$ cat src/design/icsc_pkg.sv
// ----------------------------------------------------------------------------
// icsc_pkg
// Shared codes, constants and helper functions for the image CRC checker.
// ----------------------------------------------------------------------------
`default_nettype none

package icsc_pkg;

    // Reflected CRC-32 polynomial and preset
    localparam logic [31:0] CRC_POLY = 32'hedb88320;
    localparam logic [31:0] CRC_ONES = 32'hFFFFFFFF;

    // Input selector codes (carried on s_tuser)
    localparam logic [1:0] FUNC_HEADER = 2'd0;
    localparam logic [1:0] FUNC_IMAGE  = 2'd1;
    localparam logic [1:0] FUNC_FINISH = 2'd2;

    // Result kind codes (carried on m_tuser)
    localparam logic KIND_HEADER = 1'b0;
    localparam logic KIND_IMAGE  = 1'b1;

    // Header word positions with a special role
    localparam int unsigned HDR_IDX_PRESET   = 0;
    localparam int unsigned HDR_IDX_EXPECTED = 1;
    localparam int unsigned HDR_IDX_IMAGE    = 2;

    // Output beat layout
    localparam int unsigned M_TDATA_W = 40;

    // Swap the two nibbles of every byte
    function automatic logic [31:0] swap_nibbles(input logic [31:0] w);
        return ((w << 4) & 32'hf0f0f0f0) | ((w >> 4) & 32'h0f0f0f0f);
    endfunction

    // Response of 32 LSB-first shifts to a single set bit; evaluated on
    // constants only, to build the XOR matrix of one word step
    function automatic logic [31:0] crc_impulse(input int unsigned bit_pos);
        logic [31:0] c;
        c = 32'd1 << bit_pos;
        for (int i = 0; i < 32; i++) begin
            c = (c >> 1) ^ (c[0] ? CRC_POLY : 32'd0);
        end
        return c;
    endfunction

endpackage

`default_nettype wire

$ cat src/design/icsc_crc_step.sv
// ----------------------------------------------------------------------------
// icsc_crc_step
// One reflected CRC-32 word step (32 shifts) as a flat XOR matrix.
// The caller xors the data word into the CRC before this step.
// ----------------------------------------------------------------------------
`default_nettype none

module icsc_crc_step (
    input  wire logic [31:0] din,
    output logic      [31:0] dout
);
    import icsc_pkg::*;

    logic [31:0] term [32];

    // Gate one matrix column per input bit
    for (genvar gi = 0; gi < 32; gi++) begin : g_col
        localparam logic [31:0] COL = crc_impulse(gi);
        assign term[gi] = din[gi] ? COL : 32'd0;
    end

    // Combine the columns
    always_comb begin
        dout = 32'd0;
        for (int j = 0; j < 32; j++) begin
            dout = dout ^ term[j];
        end
    end

endmodule

`default_nettype wire

$ cat config.mk
export PLATFORM = sky130hd
export DESIGN_NAME = icsc_crc_step
export DESIGN_NICKNAME = d
export VERILOG_FILES = /design/src/design/icsc_pkg.sv /design/src/design/icsc_crc_step.sv
export SDC_FILE = /design/constraint.sdc
export NUM_CORES = 1
export LEC_CHECK = 0
export BUFFER_PORTS_ARGS = -buffer_cell sky130_fd_sc_hd__buf_2
export CAP_MARGIN = 20
export CORE_MARGIN = 2
export CORE_UTILIZATION = 61
export DETAILED_ROUTE_END_ITERATION = 8
export PLACE_DENSITY = 0.91
export SYNTH_ARGS = -nofsm -noshare
export SYNTH_HDL_FRONTEND = slang
export SYNTH_SLANG_ARGS = --single-unit
$ cat constraint.sdc
create_clock -name vclk -period 4.7
set_clock_uncertainty 0.2 [all_clocks]
set_input_delay 0.235 -clock vclk [all_inputs]
set_output_delay 0.235 -clock vclk [all_outputs]
set_load 0.005 [all_outputs]
### Yosys cells after proc, flatten, opt, wreduce, memory -nomap -nowiden

Index checks and enable logic that the tools add are counted.

| storage, ports and cells | value |
|---|---|
| output and inout port bits | 32 |
| logic and storage cells | 63 |
| bits of input ports | 32 |
| flip-flop bits (word level) | 0 |

| cells by class | value |
|---|---|
| mux-type cells | 32 |
| bitwise logic cells | 31 |

Operators by type and width:

| kind | number |
|---|---|
| two-way mux 32 bit | 13 |
| bitwise XOR 32 bit | 12 |
| bitwise XOR 32 x 31 -> 32 bit | 6 |
| two-way mux 31 bit | 6 |
| bitwise XOR 32 x 30 -> 32 bit | 4 |
| two-way mux 30 bit | 4 |
| bitwise XOR 32 x 29 -> 32 bit | 3 |
| two-way mux 29 bit | 3 |
| bitwise XOR 32 x 27 -> 32 bit | 2 |
| bitwise XOR 32 x 28 -> 32 bit | 2 |
| two-way mux 28 bit | 2 |
| two-way mux 27 bit | 2 |
| bitwise XOR 32 x 25 -> 32 bit | 1 |
| bitwise XOR 32 x 26 -> 32 bit | 1 |
| two-way mux 26 bit | 1 |
| two-way mux 25 bit | 1 |

### Logic depth before layout (Yosys ltp)

Gate-level depths: netlist of the first run.

| logic depth | value |
|---|---|
| depth after elaboration | 32 |
| depth in mapped cells | 5 |
| depth with buffers taken out | 4 |

### Least setup slack after synthesis of the first run

No wires, ideal clock.

| timing | value |
|---|---|
| kind | input to output |
| start | input port din[1] |
| end | output port dout[27] |
| path buffers | 1 |
| stages on the path | 5 |
| arrival | 1536 ps |
| setup slack | 2729 ps |
| required time | 4265 ps |
| path through | buf_2 -> xor2_2 -> xnor2_1 -> xnor3_1 -> xnor2_1 |

| between the ends | value |
|---|---|
| word-level cells in the longest chain between the ends | 32 |

Ends and longest elaborated chain:

| what | line | text |
|---|---|---|
| start, declared | icsc_crc_step.sv:9 | `input wire logic [31:0] din,` |
| two-way mux 32 bit | icsc_crc_step.sv:19 | `assign term[gi] = din[gi] ? COL : 32'd0;` |
| bitwise XOR 32 bit (3 in series) | icsc_crc_step.sv:26 | `dout = dout ^ term[j];` |
| bitwise XOR 32 x 31 -> 32 bit | icsc_crc_step.sv:26 |  |
| bitwise XOR 32 bit (3 in series) | icsc_crc_step.sv:26 |  |
| bitwise XOR 32 x 25 -> 32 bit | icsc_crc_step.sv:26 |  |
| bitwise XOR 32 x 26 -> 32 bit | icsc_crc_step.sv:26 |  |
| bitwise XOR 32 x 27 -> 32 bit | icsc_crc_step.sv:26 |  |
| bitwise XOR 32 x 28 -> 32 bit | icsc_crc_step.sv:26 |  |
| [12 not listed] | n/a |  |
| bitwise XOR 32 x 31 -> 32 bit | icsc_crc_step.sv:26 |  |
| bitwise XOR 32 bit | icsc_crc_step.sv:26 |  |
| bitwise XOR 32 x 27 -> 32 bit | icsc_crc_step.sv:26 |  |
| bitwise XOR 32 x 28 -> 32 bit | icsc_crc_step.sv:26 |  |
| bitwise XOR 32 x 29 -> 32 bit | icsc_crc_step.sv:26 |  |
| bitwise XOR 32 x 30 -> 32 bit | icsc_crc_step.sv:26 |  |
| bitwise XOR 32 x 31 -> 32 bit | icsc_crc_step.sv:26 |  |
| bitwise XOR 32 bit | icsc_crc_step.sv:26 |  |
| end, declared | icsc_crc_step.sv:10 | `output logic [31:0] dout` |

Every way passes these cells.

### Worst setup path in the final report of the first run

| timing | value |
|---|---|
| start | input port din[6] |
| end | output port dout[18] |

| between the ends | value |
|---|---|
| word-level cells in the longest chain between the ends | 27 |

Ends and longest elaborated chain:

| what | line |
|---|---|
| two-way mux 32 bit | icsc_crc_step.sv:19 |
| bitwise XOR 32 bit (2 in series) | icsc_crc_step.sv:26 |
| bitwise XOR 32 x 25 -> 32 bit | icsc_crc_step.sv:26 |
| bitwise XOR 32 x 26 -> 32 bit | icsc_crc_step.sv:26 |
| bitwise XOR 32 x 27 -> 32 bit | icsc_crc_step.sv:26 |
| bitwise XOR 32 x 28 -> 32 bit | icsc_crc_step.sv:26 |
| bitwise XOR 32 x 29 -> 32 bit | icsc_crc_step.sv:26 |
| bitwise XOR 32 x 30 -> 32 bit | icsc_crc_step.sv:26 |
| [10 not listed] | n/a |
| bitwise XOR 32 x 31 -> 32 bit | icsc_crc_step.sv:26 |
| bitwise XOR 32 bit | icsc_crc_step.sv:26 |
| bitwise XOR 32 x 27 -> 32 bit | icsc_crc_step.sv:26 |
| bitwise XOR 32 x 28 -> 32 bit | icsc_crc_step.sv:26 |
| bitwise XOR 32 x 29 -> 32 bit | icsc_crc_step.sv:26 |
| bitwise XOR 32 x 30 -> 32 bit | icsc_crc_step.sv:26 |
| bitwise XOR 32 x 31 -> 32 bit | icsc_crc_step.sv:26 |
| bitwise XOR 32 bit | icsc_crc_step.sv:26 |

Every way passes these cells.

==> impl_metrics.env, run 1 <==
export IMPL_dr_pass1_iters=4
export IMPL_post_cts_setup_buffer_count=0
export IMPL_outcome="finished clean"
export IMPL_vias=1588
export IMPL_die_x_um=65.9
export IMPL_p_leak_nw=1.10
export IMPL_clkPwrFrac=0
export IMPL_regArea_sq_um=0
export IMPL_numPortBuffers=64
export IMPL_switchingPower_mw=0.401
export IMPL_ys_types=9
export IMPL_fill_cells=292
export IMPL_rows=22
export IMPL_grt_pass1_wl_mm=8.55
export IMPL_antenna_found_initial=0
export IMPL_drt_drc_violations_left=0
export IMPL_fin_cells=317
export IMPL_placed_cell_area_sq_um=2590
export IMPL_critPathLaunchType="primary input"
export IMPL_hpwl_mm=4.69
export IMPL_grt_pass1_vias=1593
export IMPL_diodes=0
export IMPL_hold_violations=0
export IMPL_n_sequential_cell=0
export IMPL_crit_arrival_ns=1.88
export IMPL_core_area_sq_um=3660
export IMPL_critPathMaxFanout=6
export IMPL_wirelength_mm=5.50
export IMPL_grt_start_max_net_pins=8
export IMPL_critPathKind="in -> out"
export IMPL_pwr_share_seq=0
export IMPL_placed_cells=317
export IMPL_fin_nets=303
export IMPL_cts_resized=0
export IMPL_powerDensity_nw_per_um2=351
export IMPL_syn_area_sq_um=2340
export IMPL_fin_crit_sh=0.492
export IMPL_irDropWorstVdd_v=0.000210
export IMPL_drv_slew=0
export IMPL_slew_headroom=0.657
export IMPL_layout_min_cycle_time_ns=2.31
export IMPL_io_pins=64
export IMPL_ctsHoldBuffers=0
export IMPL_fin_ws_ns=2.39
export IMPL_fin_util=0.709
export IMPL_worstPathRequired_ns=4.26
export IMPL_max_cap_violations=0
export IMPL_synthCells=230
export IMPL_yosysWarnings=0
export IMPL_postRouteAntennaNets=0
export IMPL_switching_share=0.440
export IMPL_grt_ovfl_total=0
export IMPL_synth_fp_nets=262
export IMPL_max_freq_mhz=433
export IMPL_setup_viol=0
export IMPL_track_usage=0.266
export IMPL_drtIter0Drc=81
export IMPL_routedWlPerCell_um=17.3
export IMPL_avgSynthCellArea_sq_um=10.2
export IMPL_finalSetupTns_ns=0
export IMPL_pwr_share_comb=1.000
export IMPL_yosysSeqAreaShare=0
export IMPL_clkbuf_count=0
export IMPL_start_util=0.639
export IMPL_die_height_um=65.9
export IMPL_p_int_mw=0.509
export IMPL_pre_cts_ws_ns=2.44
export IMPL_layout_area_overhead_vs_synth_pct=10.9
export IMPL_die_area_sq_um=4350
export IMPL_postLayoutCellArea_sq_um=2590
export IMPL_rsz0062_at_grt="false"
export IMPL_gp_congestion=0.915
export IMPL_viasPerCell=5.01
export IMPL_layout_drive_gt1_share=0.286
export IMPL_cp_end_kind="output port"
export IMPL_whs_path_depth=3
export IMPL_hold_path_class="in -> out"
export IMPL_worst_slew_pin_slew_ns=0.511
kinds of logic after synthesis:
family / Yosys count / share of synthesized area
buffers and inverters: 25 / 0.0535
xor gates and xnor gates: 205 / 0.947
worst paths after layout:
check  startpoint  endpoint  slack [ns]
max        din[6]  dout[18]        2.39
min       din[16]   dout[8]        0.65
cells in the final DEF, fill, tap and decap left out:
master and count:
buf_2 64, xnor2_1 142, xnor2_2 8, xnor2_4 2, xnor3_1 19, xnor3_2 1
xor2_1 29, xor2_2 2, xor3_1 2
synthesized netlist by cell type:
library cell	count	area share
xnor3_1	19	0.18
xor3_1	2	0.020
buf_2	25	0.053
xnor3_2	1	0.010
xnor2_4	2	0.024
xnor2_1	142	0.53
xor2_1	29	0.11
xor2_2	2	0.014
xnor2_2	8	0.056
power groups by stage:
stage	registers (mW)	clock network (mW)	logic, mW
2_1_floorplan	0	0	0.649
3_3_place_gp	0	0	0.900
3_5_place_dp	0	0	0.913
4_1_cts	0	0	0.919
5_1_grt	0	0	0.985
6_report	0	0	0.910
through the flow:
stage	hold WS [ns]	power (mW)
2_1_floorplan	0.330	0.649
3_3_place_gp	0.651	0.900
3_5_place_dp	0.653	0.913
4_1_cts	0.653	0.919
5_1_grt	0.665	0.985
6_report	0.650	0.910
area by class of cell:
cell class | count | area, sq um | area share
multi-input cells | 205 | 2210 | 0.853
well taps | 48 | 60.1 | 0.0231
repair buffers | 64 | 320 | 0.123
metal layers:
layer,global-route usage,share of wire
met5,0,0
met1,0.357,0.41
met3,0.00511,0.071
met4,0.0510,0.020
met2,0.482,0.49
critical path, cell delays in order:
cell and delay, ns:
buf_2 0.16, xnor2_1 0.35, xnor3_1 0.52, xnor2_1 0.31, xnor2_1 0.16, buf_2 0.13
No activity file was read; power rests on OpenSTA's default activity.
==> inputs of run 2 (changes only) <==
Settings changed: CORE_UTILIZATION 61 to 56, PLACE_DENSITY 0.91 to 0.85.
Clock period 4.7 ns to 2.2 ns, I/O delays scaled along.
==> run 2 against run 1 <==
Against the previous run:
- total power is 120% higher
- die area is 8.4% higher
- first-iteration DRC count is 22% lower
- sequential share of layout area stayed put
- largest cell class unchanged
- highest routed layer unchanged
==> impl_metrics.env, run 2 (synthesis results as in run 1) <==
export IMPL_core_area_sq_um=4000
export IMPL_worstPathRequired_ns=1.89
export IMPL_drt_drc_violations_left=0
export IMPL_hp_start="din[13]"
export IMPL_critPathLaunchType="primary input"
export IMPL_io_pins=64
export IMPL_layout_drive_gt1_share=0.329
export IMPL_grt_pass1_wl_mm=9.41
export IMPL_pre_cts_ws_ns=0.196
export IMPL_fin_util=0.681
export IMPL_max_cap_violations=0
export IMPL_final_common_cell="xnor2_1"
export IMPL_post_cts_setup_buffer_count=0
export IMPL_fin_crit_sh=0.904
export IMPL_viasPerCell=5.03
export IMPL_track_usage=0.282
export IMPL_hpwl_mm=5.48
export IMPL_grt_pass1_vias=1724
export IMPL_postRouteAntennaNets=0
export IMPL_outcome="finished clean"
export IMPL_wirelength_mm=6.14
export IMPL_antenna_found_initial=0
export IMPL_grt_start_max_net_pins=7
export IMPL_n_sequential_cell=0
export IMPL_max_freq_mhz=503
export IMPL_hold_violations=0
export IMPL_diodes=0
export IMPL_placed_cells=336
export IMPL_layout_min_cycle_time_ns=1.99
export IMPL_critPathKind="in -> out"
export IMPL_critPathMaxFanout=5
export IMPL_clkbuf_count=0
export IMPL_gp_congestion=0.987
export IMPL_p_leak_nw=1.18
export IMPL_fill_cells=339
export IMPL_setup_viol=0
export IMPL_ctsHoldBuffers=0
export IMPL_irDropWorstVdd_v=0.000494
export IMPL_finalSetupTns_ns=0
export IMPL_die_height_um=68.6
export IMPL_final_cell_mix="142 x xnor2_1, 64 x buf_2, 29 x xor2_1"
export IMPL_regArea_sq_um=0
export IMPL_die_x_um=68.6
export IMPL_slew_headroom=0.686
export IMPL_cts_resized=0
export IMPL_die_area_sq_um=4710
export IMPL_power_total_mw=2.03
export IMPL_layout_area_overhead_vs_synth_pct=16.5
export IMPL_start_util=0.585
export IMPL_drtIter0Drc=63
export IMPL_fin_cells=336
export IMPL_drv_slew=0
export IMPL_cp_end_kind="output port"
export IMPL_rows=23
export IMPL_crit_arrival_ns=1.68
export IMPL_dr_pass1_iters=4
export IMPL_whs_path_depth=3
export IMPL_routedWlPerCell_um=18.3
export IMPL_hold_path_class="in -> out"
export IMPL_fin_ws_ns=0.212
export IMPL_rsz0062_at_grt="false"
export IMPL_vias=1690
export IMPL_fin_nets=320
export IMPL_worst_slew_pin_slew_ns=0.468
export IMPL_hold_end="dout[7]"
export IMPL_numPortBuffers=64
export IMPL_grt_ovfl_total=0
export IMPL_powerDensity_nw_per_um2=745
run 2: critical path, cell delays in order:
cell	delay, ns
buf_2	0.16
xnor2_1	0.14
buf_4	0.15
xnor2_1	0.35
xnor3_1	0.42
xnor2_1	0.20
buf_2	0.15
run 2: worst max path at each step:
stage | cells past startpoint | slack [ns] | startpoint | endpoint
2_1_floorplan | 5 | 0.48 | din[1] | dout[27]
3_3_place_gp | 6 | 0.25 | din[7] | dout[24]
3_5_place_dp | 7 | 0.20 | din[11] | dout[8]
4_1_cts | 7 | 0.20 | din[11] | dout[8]
5_1_grt | 6 | 0.11 | din[7] | dout[24]
6_report | 7 | 0.21 | din[11] | dout[8]
run 2: layer usage:
layer | wire (um) | global-route usage | part of all wire
met1 | 2560 | 0.359 | 0.42
met2 | 3000 | 0.496 | 0.49
met3 | 443 | 0.0422 | 0.072
met5 | 0 | 0 | 0
met4 | 138 | 0.0675 | 0.022
run 2: area by class of cell:
class,instances,area [sq um],area share
multi-input cells,205,2210,0.813
well taps,50,62.6,0.0230
repair buffers,81,448,0.164
run 2: report_power, final:
group	internal, mW	total (mW)	switching (mW)	leakage, nW
clock	0	0	0	0
sequential	0	0	0	0
combinational	1.13	2.03	0.902	1.18
total	1.13	2.03	0.902	1.18
run 2: stage by stage:
stage,cell area (sq um),hold WS (ns)
6_report,2730,0.416
3_3_place_gp,2730,0.412
3_5_place_dp,2730,0.420
5_1_grt,2730,0.453
4_1_cts,2730,0.421
2_1_floorplan,2340,0.0800
==> inputs of run 3 (changes only) <==
Settings changed: CELL_PAD_IN_SITES_DETAIL_PLACEMENT set to 0, CELL_PAD_IN_SITES_GLOBAL_PLACEMENT set to 1, CORE_MARGIN 2 to not set, CORE_UTILIZATION 56 to 43, PLACE_DENSITY 0.85 to not set, PLACE_DENSITY_LB_ADDON set to 0.1.
==> run 3 against run 2 <==
Against the previous run:
- wire length is 4.6% lower
- sequential share of layout area stayed put
- worst hold slack worse by 0.011 ns
- final area down 0.73%
- critical path depth fell by 1
- core utilization down 16 points
- combinational power decreased by 3%
- flip-flop and latch count is the same
- critical path type unchanged
- cell count increased by 4.2%
- first-iteration DRC count fell by 32%
- clock-buffer cell count unchanged
==> impl_metrics.env, run 3 (synthesis results as in run 1) <==
export IMPL_rows=26
export IMPL_p_leak_nw=1.16
export IMPL_critPathBufInv=2
export IMPL_track_usage=0.220
export IMPL_top_layer_used="met4"
export IMPL_regArea_sq_um=0
export IMPL_start_util=0.452
export IMPL_cpLargestDelayFamily="XOR/XNOR gates"
export IMPL_max_cap_violations=0
export IMPL_antenna_found_initial=0
export IMPL_cp_end_kind="output port"
export IMPL_wirelength_mm=5.86
export IMPL_ctsHoldBuffers=0
export IMPL_fin_crit_sh=0.917
export IMPL_final_cell_mix="142 x xnor2_1, 64 x buf_2, 29 x xor2_1"
export IMPL_core_area_sq_um=5170
export IMPL_critPathKind="in -> out"
export IMPL_finalSetupTns_ns=0
export IMPL_slew_headroom=0.650
export IMPL_io_pins=64
export IMPL_viasPerCell=4.53
export IMPL_powerDensity_nw_per_um2=729
export IMPL_die_height_um=75.8
export IMPL_dr_pass1_iters=4
export IMPL_fin_nets=314
export IMPL_die_x_um=75.8
export IMPL_layout_min_cycle_time_ns=2.02
export IMPL_critPathMaxFanout=6
export IMPL_layout_drive_gt1_share=0.314
export IMPL_postRouteAntennaNets=0
export IMPL_n_sequential_cell=0
export IMPL_die_area_sq_um=5740
export IMPL_crit_slowest_cell="xnor3_1"
export IMPL_slowest_delay_ns=0.51
export IMPL_crit_arrival_ns=1.71
export IMPL_final_common_cell="xnor2_1"
export IMPL_layout_area_overhead_vs_synth_pct=15.6
export IMPL_worst_slew_pin_slew_ns=0.521
export IMPL_worstPathRequired_ns=1.89
export IMPL_wl_met2_mm=2.87
export IMPL_pre_cts_ws_ns=0.195
export IMPL_gp_congestion=0.866
export IMPL_wl_met1_mm=2.74
export IMPL_path_cells="buf_2 > xor2_1 > xnor3_1 > xnor2_1 > xnor2_1 > buf_2"
export IMPL_setup_viol=0
export IMPL_wl_met3_um=230
export IMPL_drt_drc_violations_left=0
export IMPL_grt_ovfl_total=0
export IMPL_hold_violations=0
export IMPL_power_total_mw=1.97
export IMPL_vias=1587
export IMPL_hpwl_mm=5.18
export IMPL_grt_pass1_vias=1604
export IMPL_fin_ws_ns=0.183
export IMPL_cts_resized=0
export IMPL_grt_pass1_wl_mm=9.01
export IMPL_grt_start_max_net_pins=8
export IMPL_post_cts_setup_buffer_count=0
export IMPL_critPathLaunchType="primary input"
export IMPL_clkbuf_count=0
export IMPL_drtIter0Drc=43
export IMPL_irDropWorstVdd_v=0.000332
export IMPL_drv_slew=0
export IMPL_rsz0062_at_grt="false"
export IMPL_numPortBuffers=64
export IMPL_max_freq_mhz=496
export IMPL_hold_path_class="in -> out"
export IMPL_diodes=0
export IMPL_outcome="finished clean"
export IMPL_routedWlPerCell_um=16.7
run 3: area by class of cell:
class                           instances  area (sq um)
Multi-Input combinational cell        205          2210
Timing Repair Buffer                   75           403
Fill cell                             512          2470
Tap cell                               70          87.6
run 3: worst min-delay path: stages:
cell	delay (ns)
buf_2	0.17
xnor2_1	0.09
buf_2	0.12
run 3: power breakdown:
group,switching [mW],leakage [nW],internal [mW]
Combinational,0.857,1.16,1.12
Clock,0,0,0
Sequential,0,0,0
Total,0.857,1.16,1.12
run 3: worst paths after layout:
path / end / cells past startpoint / start
max: dout[9] / 6 / din[7]
min: dout[8] / 3 / din[16]
run 3: metrics by stage:
stage / area [sq um] / hold slack (ns) / instances / utilization
finish: 2710 / 0.405 / 350 / 0.523
global route: 2710 / 0.427 / 350 / 0.523
CTS: 2710 / 0.415 / 350 / 0.523
detailed placement: 2710 / 0.410 / 350 / 0.523
global placement: 2710 / 0.407 / 350 / 0.523
floorplan: 2340 / 0.0800 / 230 / -
run 3: metal layers:
layer | up-vias | global-route usage
met2 | 41 | 0.392
met5 | - | 0
li1 | 792 | -
met1 | 752 | 0.308
met3 | 2 | 0.00794
met4 | 0 | 0.0123
